$ cat config.mk
export PLATFORM = sky130hd
export DESIGN_NAME = keyed_fifo_with_search_and_purge_top
export DESIGN_NICKNAME = d
export VERILOG_FILES = /design/src/hw/rtl/kfsp_pkg.sv /design/src/hw/rtl/kfsp_cell.sv /design/src/hw/rtl/kfsp_chain.sv /design/src/hw/rtl/keyed_fifo_with_search_and_purge_top.sv
export SDC_FILE = /design/constraint.sdc
export NUM_CORES = 1
export LEC_CHECK = 0
export BUFFER_PORTS_ARGS = -buffer_cell sky130_fd_sc_hd__buf_4
export CORE_MARGIN = 4
export CORE_UTILIZATION = 55
export DETAILED_ROUTE_END_ITERATION = 8
export PLACE_DENSITY = 0.72
export SYNTH_ARGS = -nofsm -noshare
export SYNTH_HDL_FRONTEND = slang
export SYNTH_SLANG_ARGS = --single-unit
$ cat constraint.sdc
create_clock -name i_clk -period 8.7 [get_ports i_clk]
set_input_delay 2.175 -clock i_clk [delete_from_list [all_inputs] [get_ports i_clk]]
set_output_delay 2.175 -clock i_clk [all_outputs]
set_load 0.02 [all_outputs]
$ cat src/hw/rtl/kfsp_pkg.sv
// ----------------------------------------------------------------------------
// kfsp_pkg
// Types and constants shared by the keyed FIFO cells, chain and top level.
// ----------------------------------------------------------------------------
package kfsp_pkg;

    localparam int DEPTH_DEF     = 16;
    localparam int KEY_BITS_DEF  = 16;
    localparam int DATA_BITS_DEF = 32;

    localparam int ACTION_W = 3;
    localparam int STATUS_W = 2;

    typedef enum logic [ACTION_W-1:0] {
        ACT_APPEND = 3'd0,
        ACT_DROP   = 3'd1,
        ACT_PEEK   = 3'd2,
        ACT_PURGE  = 3'd3,
        ACT_SEARCH = 3'd4,
        ACT_TAIL   = 3'd5,
        ACT_CLEAR  = 3'd6
    } t_action;

    typedef enum logic [STATUS_W-1:0] {
        ST_OK        = 2'd0,
        ST_FULL      = 2'd1,
        ST_EMPTY     = 2'd2,
        ST_NOT_FOUND = 2'd3
    } t_status;

    typedef enum logic {
        FSM_IDLE   = 1'b0,
        FSM_ROTATE = 1'b1
    } t_state;

    typedef struct packed {
        logic shift;
        logic load;
    } t_cell_ctrl;

endpackage

$ cat src/hw/rtl/kfsp_cell.sv
// ----------------------------------------------------------------------------
// kfsp_cell
// One entry of the queue: loads a new word, takes its neighbour's or holds.
// ----------------------------------------------------------------------------
module kfsp_cell #(
    parameter int KEY_BITS  = kfsp_pkg::KEY_BITS_DEF,
    parameter int DATA_BITS = kfsp_pkg::DATA_BITS_DEF
) (
    input  logic                 i_clk,
    input  kfsp_pkg::t_cell_ctrl i_ctrl,
    input  logic [KEY_BITS-1:0]  i_load_key,
    input  logic [DATA_BITS-1:0] i_load_data,
    input  logic [KEY_BITS-1:0]  i_next_key,
    input  logic [DATA_BITS-1:0] i_next_data,
    output logic [KEY_BITS-1:0]  o_key,
    output logic [DATA_BITS-1:0] o_data
);

    logic [KEY_BITS-1:0]  r_key;
    logic [DATA_BITS-1:0] r_data;

    always_ff @(posedge i_clk) begin
        if (i_ctrl.load) begin
            r_key  <= i_load_key;
            r_data <= i_load_data;
        end else if (i_ctrl.shift) begin
            r_key  <= i_next_key;
            r_data <= i_next_data;
        end
    end

    assign o_key  = r_key;
    assign o_data = r_data;

endmodule

$ cat src/hw/rtl/kfsp_chain.sv
// ----------------------------------------------------------------------------
// kfsp_chain
// Row of entry cells; index 0 is the front. Decodes the load position and
// moves every cell towards the front on a shift.
// ----------------------------------------------------------------------------
module kfsp_chain #(
    parameter int DEPTH     = kfsp_pkg::DEPTH_DEF,
    parameter int KEY_BITS  = kfsp_pkg::KEY_BITS_DEF,
    parameter int DATA_BITS = kfsp_pkg::DATA_BITS_DEF,
    parameter int IDX_W     = $clog2(DEPTH)
) (
    input  logic                 i_clk,
    input  logic                 i_shift,
    input  logic                 i_load,
    input  logic [IDX_W-1:0]     i_load_idx,
    input  logic [KEY_BITS-1:0]  i_load_key,
    input  logic [DATA_BITS-1:0] i_load_data,
    output logic [KEY_BITS-1:0]  o_head_key,
    output logic [DATA_BITS-1:0] o_head_data
);

    logic [KEY_BITS-1:0]  w_key  [DEPTH];
    logic [DATA_BITS-1:0] w_data [DEPTH];

    for (genvar g = 0; g < DEPTH; g++) begin : g_cell
        kfsp_pkg::t_cell_ctrl w_ctrl;
        logic [KEY_BITS-1:0]  w_next_key;
        logic [DATA_BITS-1:0] w_next_data;

        assign w_ctrl.shift = i_shift;
        assign w_ctrl.load  = i_load && (i_load_idx == IDX_W'(g));

        if (g == DEPTH - 1) begin : g_last
            assign w_next_key  = w_key[g];
            assign w_next_data = w_data[g];
        end else begin : g_mid
            assign w_next_key  = w_key[g+1];
            assign w_next_data = w_data[g+1];
        end

        kfsp_cell #(
            .KEY_BITS  (KEY_BITS),
            .DATA_BITS (DATA_BITS)
        ) u_cell (
            .i_clk       (i_clk),
            .i_ctrl      (w_ctrl),
            .i_load_key  (i_load_key),
            .i_load_data (i_load_data),
            .i_next_key  (w_next_key),
            .i_next_data (w_next_data),
            .o_key       (w_key[g]),
            .o_data      (w_data[g])
        );
    end

    assign o_head_key  = w_key[0];
    assign o_head_data = w_data[0];

endmodule

$ cat src/hw/rtl/keyed_fifo_with_search_and_purge_top.sv
// ----------------------------------------------------------------------------
// keyed_fifo_with_search_and_purge_top
// Bounded FIFO of keyed entries with append, drop, peek, purge, search,
// tail key and clear.
// ----------------------------------------------------------------------------
// Usage:
//   Input channel (i_valid / o_ready) carries one command word: action,
//   key and payload. Output channel (o_valid / i_ready) returns one result
//   word per command: status, found, key, payload and occupancy.
//   Append, drop, peek, tail key, clear and unknown actions need no
//   rotation: the result is registered at the accept edge.
//   Purge and search rotate the stored entries once, one entry per
//   cycle, through the front cell.
//   Rate is one command per cycle for the short actions while results are
//   drained; purge and search take no new command until the rotation ends.
//   A command is taken only when the result register is empty or being
//   drained in the same cycle; a stalled receiver therefore holds o_ready
//   low once a result is waiting.
//   Reset empties the queue and drops any pending result; entry contents
//   are not cleared.
// ----------------------------------------------------------------------------
module keyed_fifo_with_search_and_purge_top #(
    parameter int DEPTH     = kfsp_pkg::DEPTH_DEF,
    parameter int KEY_BITS  = kfsp_pkg::KEY_BITS_DEF,
    parameter int DATA_BITS = kfsp_pkg::DATA_BITS_DEF,
    parameter int CNT_W     = $clog2(DEPTH + 1)
) (
    input  logic                            i_clk,
    input  logic                            i_rst_n,
    input  logic                            i_valid,
    output logic                            o_ready,
    input  logic [kfsp_pkg::ACTION_W-1:0]   i_action,
    input  logic [KEY_BITS-1:0]             i_key,
    input  logic [DATA_BITS-1:0]            i_payload,
    output logic                            o_valid,
    input  logic                            i_ready,
    output logic [kfsp_pkg::STATUS_W-1:0]   o_status,
    output logic                            o_found,
    output logic [KEY_BITS-1:0]             o_key_out,
    output logic [DATA_BITS-1:0]            o_payload_out,
    output logic [CNT_W-1:0]                o_occupancy
);

    localparam int IDX_W = $clog2(DEPTH);

    kfsp_pkg::t_state     r_state, n_state;
    logic [CNT_W-1:0]     r_count, n_count;
    logic [CNT_W-1:0]     r_len, n_len;
    logic [CNT_W-1:0]     r_steps, n_steps;
    logic                 r_purge, n_purge;
    logic [KEY_BITS-1:0]  r_key, n_key;
    logic                 r_hit, n_hit;
    logic [DATA_BITS-1:0] r_hit_data, n_hit_data;
    logic [KEY_BITS-1:0]  r_tail, n_tail;

    logic                 r_out_valid, n_out_valid;
    kfsp_pkg::t_status    r_status, n_status;
    logic                 r_found, n_found;
    logic [KEY_BITS-1:0]  r_key_out, n_key_out;
    logic [DATA_BITS-1:0] r_payload_out, n_payload_out;

    logic                 w_accept;
    logic                 w_shift;
    logic                 w_load;
    logic [IDX_W-1:0]     w_load_idx;
    logic [KEY_BITS-1:0]  w_load_key;
    logic [DATA_BITS-1:0] w_load_data;
    logic [KEY_BITS-1:0]  w_head_key;
    logic [DATA_BITS-1:0] w_head_data;
    logic [CNT_W-1:0]     w_len_m1;
    logic                 w_match;
    logic                 w_keep;
    kfsp_pkg::t_action    w_action;

    assign o_ready  = (r_state == kfsp_pkg::FSM_IDLE) && (!r_out_valid || i_ready);
    assign w_accept = i_valid && o_ready;
    assign w_action = kfsp_pkg::t_action'(i_action);
    assign w_len_m1 = r_len - CNT_W'(1);
    assign w_match  = (w_head_key == r_key);
    assign w_keep   = !(r_purge && w_match);

    kfsp_chain #(
        .DEPTH     (DEPTH),
        .KEY_BITS  (KEY_BITS),
        .DATA_BITS (DATA_BITS),
        .IDX_W     (IDX_W)
    ) u_chain (
        .i_clk       (i_clk),
        .i_shift     (w_shift),
        .i_load      (w_load),
        .i_load_idx  (w_load_idx),
        .i_load_key  (w_load_key),
        .i_load_data (w_load_data),
        .o_head_key  (w_head_key),
        .o_head_data (w_head_data)
    );

    always_ff @(posedge i_clk) begin
        if (!i_rst_n) begin
            r_state     <= kfsp_pkg::FSM_IDLE;
            r_count     <= '0;
            r_out_valid <= 1'b0;
        end else begin
            r_state     <= n_state;
            r_count     <= n_count;
            r_out_valid <= n_out_valid;
        end
    end

    always_ff @(posedge i_clk) begin
        r_len         <= n_len;
        r_steps       <= n_steps;
        r_purge       <= n_purge;
        r_key         <= n_key;
        r_hit         <= n_hit;
        r_hit_data    <= n_hit_data;
        r_tail        <= n_tail;
        r_status      <= n_status;
        r_found       <= n_found;
        r_key_out     <= n_key_out;
        r_payload_out <= n_payload_out;
    end

    always_comb begin
        n_state       = r_state;
        n_count       = r_count;
        n_len         = r_len;
        n_steps       = r_steps;
        n_purge       = r_purge;
        n_key         = r_key;
        n_hit         = r_hit;
        n_hit_data    = r_hit_data;
        n_tail        = r_tail;
        n_out_valid   = r_out_valid && !i_ready;
        n_status      = r_status;
        n_found       = r_found;
        n_key_out     = r_key_out;
        n_payload_out = r_payload_out;
        w_shift       = 1'b0;
        w_load        = 1'b0;
        w_load_idx    = r_count[IDX_W-1:0];
        w_load_key    = i_key;
        w_load_data   = i_payload;

        unique case (r_state)
            kfsp_pkg::FSM_IDLE: begin
                if (w_accept) begin
                    n_out_valid   = 1'b1;
                    n_status      = kfsp_pkg::ST_OK;
                    n_found       = 1'b0;
                    n_key_out     = '0;
                    n_payload_out = '0;
                    unique case (w_action) inside
                        kfsp_pkg::ACT_APPEND: begin
                            if (r_count == CNT_W'(DEPTH)) begin
                                n_status = kfsp_pkg::ST_FULL;
                            end else begin
                                w_load  = 1'b1;
                                n_count = r_count + CNT_W'(1);
                                n_tail  = i_key;
                            end
                        end
                        kfsp_pkg::ACT_DROP: begin
                            if (r_count == '0) begin
                                n_status = kfsp_pkg::ST_EMPTY;
                            end else begin
                                w_shift = 1'b1;
                                n_count = r_count - CNT_W'(1);
                            end
                        end
                        kfsp_pkg::ACT_PEEK: begin
                            if (r_count == '0) begin
                                n_status = kfsp_pkg::ST_EMPTY;
                            end else begin
                                n_found       = 1'b1;
                                n_key_out     = w_head_key;
                                n_payload_out = w_head_data;
                            end
                        end
                        kfsp_pkg::ACT_PURGE, kfsp_pkg::ACT_SEARCH: begin
                            if (r_count == '0) begin
                                if (w_action == kfsp_pkg::ACT_SEARCH) begin
                                    n_status = kfsp_pkg::ST_NOT_FOUND;
                                end
                            end else begin
                                n_out_valid = 1'b0;
                                n_state     = kfsp_pkg::FSM_ROTATE;
                                n_len       = r_count;
                                n_steps     = r_count;
                                n_purge     = (w_action == kfsp_pkg::ACT_PURGE);
                                n_key       = i_key;
                                n_hit       = 1'b0;
                            end
                        end
                        kfsp_pkg::ACT_TAIL: begin
                            if (r_count != '0) begin
                                n_key_out = r_tail;
                            end
                        end
                        kfsp_pkg::ACT_CLEAR: begin
                            n_count = '0;
                        end
                        default: begin
                        end
                    endcase
                end
            end
            kfsp_pkg::FSM_ROTATE: begin
                // take the front entry off and re-append it behind the rest if kept
                w_shift     = 1'b1;
                w_load      = w_keep;
                w_load_idx  = w_len_m1[IDX_W-1:0];
                w_load_key  = w_head_key;
                w_load_data = w_head_data;
                n_len       = w_keep ? r_len : w_len_m1;
                n_steps     = r_steps - CNT_W'(1);
                if (w_keep) begin
                    n_tail = w_head_key;
                end
                if (!r_purge && w_match && !r_hit) begin
                    n_hit      = 1'b1;
                    n_hit_data = w_head_data;
                end
                if (r_steps == CNT_W'(1)) begin
                    n_state       = kfsp_pkg::FSM_IDLE;
                    n_count       = n_len;
                    n_out_valid   = 1'b1;
                    n_status      = kfsp_pkg::ST_OK;
                    n_found       = 1'b0;
                    n_key_out     = '0;
                    n_payload_out = '0;
                    if (!r_purge) begin
                        if (r_hit || w_match) begin
                            n_found       = 1'b1;
                            n_key_out     = r_key;
                            n_payload_out = r_hit ? r_hit_data : w_head_data;
                        end else begin
                            n_status = kfsp_pkg::ST_NOT_FOUND;
                        end
                    end
                end
            end
            default: begin
                n_state = kfsp_pkg::FSM_IDLE;
            end
        endcase
    end

    assign o_valid       = r_out_valid;
    assign o_status      = r_status;
    assign o_found       = r_found;
    assign o_key_out     = r_key_out;
    assign o_payload_out = r_payload_out;
    assign o_occupancy   = r_count;

endmodule
==> impl_metrics.py <==
metrics = {
    "clocking": {
        "cts.sinks": 902,
        "htreeDepth": 3,
        "cts_tree": "yes",
        "postCtsSetupBuffers": 0,
        "clock_latency_ns": 0.62,
        "clockBufferDepth": 3,
        "cts_root_buf": "clkbuf_16",
        "ctsResizeCount": 0,
        "clk_pin_slew_worst_paths_ns": 0.06,
        "hold_buffers": 0,
        "cts_buffers": 89,
    },
    "sta": {
        "max_freq_mhz": 197,
        "final.min_clock_period_ns": 5.08,
        "setup_viol": 0,
        "maxSlewViolCount": 0,
        "worst_slew_pin_slew_ns": 1.25,
        "clock_skew_ns": 0.0265,
        "tns_ns": 0,
        "maxSlewHeadroom": 0.141,
        "rsz0062_at_grt": "false",
        "hold_violations": 0,
        "post-route-period-util": 0.584,
    },
    "global_route": {
        "grt_max_degree": 98,
        "met1_usage": 0.270,
        "grt_pass1_wl_um": 103000,
        "grt_usage": 0.171,
        "first_global_vias": 19200,
        "grtUsageMet3": 0.0340,
        "grt.met2_usage": 0.245,
        "antenna_found_initial": 0,
        "overflow": 0,
        "top_usage_layer": "met1",
    },
    "power_and_ir_drop": {
        "vdd_drop_max_mv": 0.226,
        "clockPowerShare": 0.398,
        "swShare": 0.205,
        "power_density_nw_per_um2": 210,
        "switching_power_mw": 1.82,
        "comb_power_share": 0.047,
        "pwr-share-seq": 0.555,
        "p_int_mw": 7.06,
        "p_leak_nw": 13.9,
    },
    "routing": {
        "drt_iter0_drc": 1947,
        "first_pass_iters": 5,
        "vias": 20100,
        "drc_errors": 0,
        "ant_nets": 0,
        "drt-total-wl_um": 62900,
        "routed_via_density": 5.54,
        "wl_per_cell_um": 17.3,
    },
    "job": {
        "cap_viol_max_count": 0,
    },
    "yosys": {
        "synth_top_flop_cell": "edfxtp_1",
        "ys_seq_area_frac": 0.714,
        "yosys_warnings": 0,
        "ys_ff_latch": 902,
        "avgSynthCellArea_um2": 14.7,
        "synthArstFlopShare": 0,
        "yosys.cell_types.count": 56,
        "syn_inst": 2580,
        "syn-num-nets": 2639,
        "netlist_area_um2": 37800,
        "synth_edf_count": 895,
    },
    "finish": {
        "area_delta_synth_final_pct": 11.6,
        "most-common-layout-cells": "edfxtp_1 (895), nor2_1 (409), a21oi_1 (399)",
        "layout.nets": 2746,
        "layout_commonest_cell": "edfxtp_1",
        "finalNonFillerCells": 3629,
        "fill_cells": 4759,
        "n_antenna_cell": 0,
        "drive_above_1_share": 0.218,
    },
    "die": {
        "pin_count": 113,
        "initial_core_util": 0.560,
        "fp-row-count": 95,
        "die_y_um": 270,
        "die-area_um2": 73100,
        "die_w_um": 270,
        "coreArea_um2": 67600,
    },
    "setup_path": {
        "rr_endpoint": "u_chain.g_cell[13].u_cell.o_data[13]$_DFFE_PP_",
        "cp.required_ns": 8.93,
        "r2r_slack_ns": 4.35,
        "arrival_ns": 5.32,
        "crit_fanout": 49,
        "crit_end": "u_chain.g_cell[13].u_cell.o_data[13]$_DFFE_PP_",
        "reg2reg_from": "r_len[0]$_DFFE_PP_",
        "startpoint_type": "primary input",
        "cp-startpoint": "i_ready",
        "crit_type": "in2reg",
        "rr_worst_depth": 7,
        "endpoint_kind": "register",
    },
    "placement": {
        "hpwl_um": 43100,
        "port_buffers": 112,
        "place.gp.congestion": 0.824,
        "dp.cells": 3469,
    },
    "worst_hold_path": {
        "hp-class": "reg2reg",
        "min_from": "u_chain.g_cell[0].u_cell.o_data[28]$_DFFE_PP_",
    },
    "status": {
        "status": "finished, final reports clean",
    },
}
==> cells in the mapped netlist, types with 4 or more instances <==
cell        n  share of area
a21oi_1   399          0.053
buf_4      18         0.0036
or3_1      11         0.0018
mux2_1     63          0.019
nand2_1    52         0.0052
edfxtp_1  895           0.71
and2_1      5        0.00083
nand4_1     6        0.00099
mux2_2    275          0.082
inv_1      59         0.0059
nand3_1    12         0.0016
buf_6      11         0.0033
o211ai_1    4        0.00079
xnor2_1    22         0.0051
o21ai_0    26         0.0034
buf_2      48         0.0063
a31oi_1     4        0.00066
a22o_1     32         0.0074
clkbuf_1   68         0.0067
buf_8       4         0.0016
o32ai_2     9         0.0039
ha_1        4         0.0013
nand2b_1   12         0.0020
o22ai_4     4         0.0021
xor2_1      5         0.0012
a22oi_1    16         0.0032
dfxtp_1     7         0.0037
nor2_1    409          0.041
nor3_1      7        0.00093
mux2i_1    49          0.013
==> per-stage QoR <==
stage	power [mW]	hold WS (ns)	setup slack, ns	cell area, um^2	utilization
global placement	5.42	0.471	3.00	39500	0.585
CTS	8.96	0.487	3.63	42200	0.625
detailed placement	5.44	0.477	2.95	39500	0.585
global route	9.20	0.504	3.40	42200	0.625
finish	8.88	0.486	3.62	42200	0.625
floorplan	5.27	0.450	3.44	37800	-
==> routing by layer <==
metal / wire (um) / share of wire
met1: 30800 / 0.49
met2: 26700 / 0.42
met3: 4060 / 0.065
met4: 1310 / 0.021
met5: 0 / 0
==> worst min path at each step <==
stage          slack, ns                        to  cells past startpoint
6_report            0.49  r_hit_data[28]$_DFFE_PP_                      0
5_1_grt             0.50  r_hit_data[28]$_DFFE_PP_                      0
4_1_cts             0.49  r_hit_data[28]$_DFFE_PP_                      0
3_5_place_dp        0.48  r_hit_data[28]$_DFFE_PP_                      0
3_3_place_gp        0.47  r_hit_data[24]$_DFFE_PP_                      0
2_1_floorplan       0.45   r_hit_data[0]$_DFFE_PP_                      0
==> worst max-delay path, stage by stage <==
cell,delay [ns]
buf_4,0.08
nor2b_1,0.05
nor3b_1,0.42
a31oi_2,0.14
buf_4,0.24
nand2b_1,0.39
o22ai_4,0.30
buf_4,0.52
nand2b_2,0.95
==> cells by family (layout without fill, tap and decap cells) <==
logic type               count (synthesis)  after routing  synth area share
adder cells (fa/ha/maj)                  4              4           0.00132
buffers and inverters                  210            386            0.0276
AO/OA/AOI/OAI                          517            517            0.0795
XOR/XNOR                                27             27           0.00625
multiplexers                           387            387             0.114
flip-flops                             902            902             0.714
AND/OR/NAND/NOR                        533            533            0.0580
==> power groups by stage <==
stage          registers, mW  logic (mW)  clock network, mW
6_report                4.93       0.419               3.53
3_3_place_gp            5.02       0.403                  0
4_1_cts                 4.93       0.419               3.61
5_1_grt                 4.94       0.459               3.80
2_1_floorplan           5.03       0.231                  0
3_5_place_dp            5.02       0.416                  0
==> final cells by class <==
type,instances,area [um^2],area share
inverters,59,221,0.00524
repair buffers,167,1250,0.0297
flip-flops and latches,902,27000,0.640
well taps,873,1090,0.0259
clock inverters,40,273,0.00646
clock buffers,120,2430,0.0575
multi-input cells,1468,9950,0.236
==> state kept, by name, summed over array words and instances, names as in the netlist, 2 cells and up <==
register / cells
o_key_out: 16
r_steps: 5
u_chain.g_cell.u_cell.o_data: 512
r_tail: 16
o_status: 2
o_payload_out: 32
u_chain.g_cell.u_cell.o_key: 256
o_occupancy: 5
r_hit_data: 32
r_key: 16
r_len: 5
No activity file was read; power rests on OpenSTA's default activity.
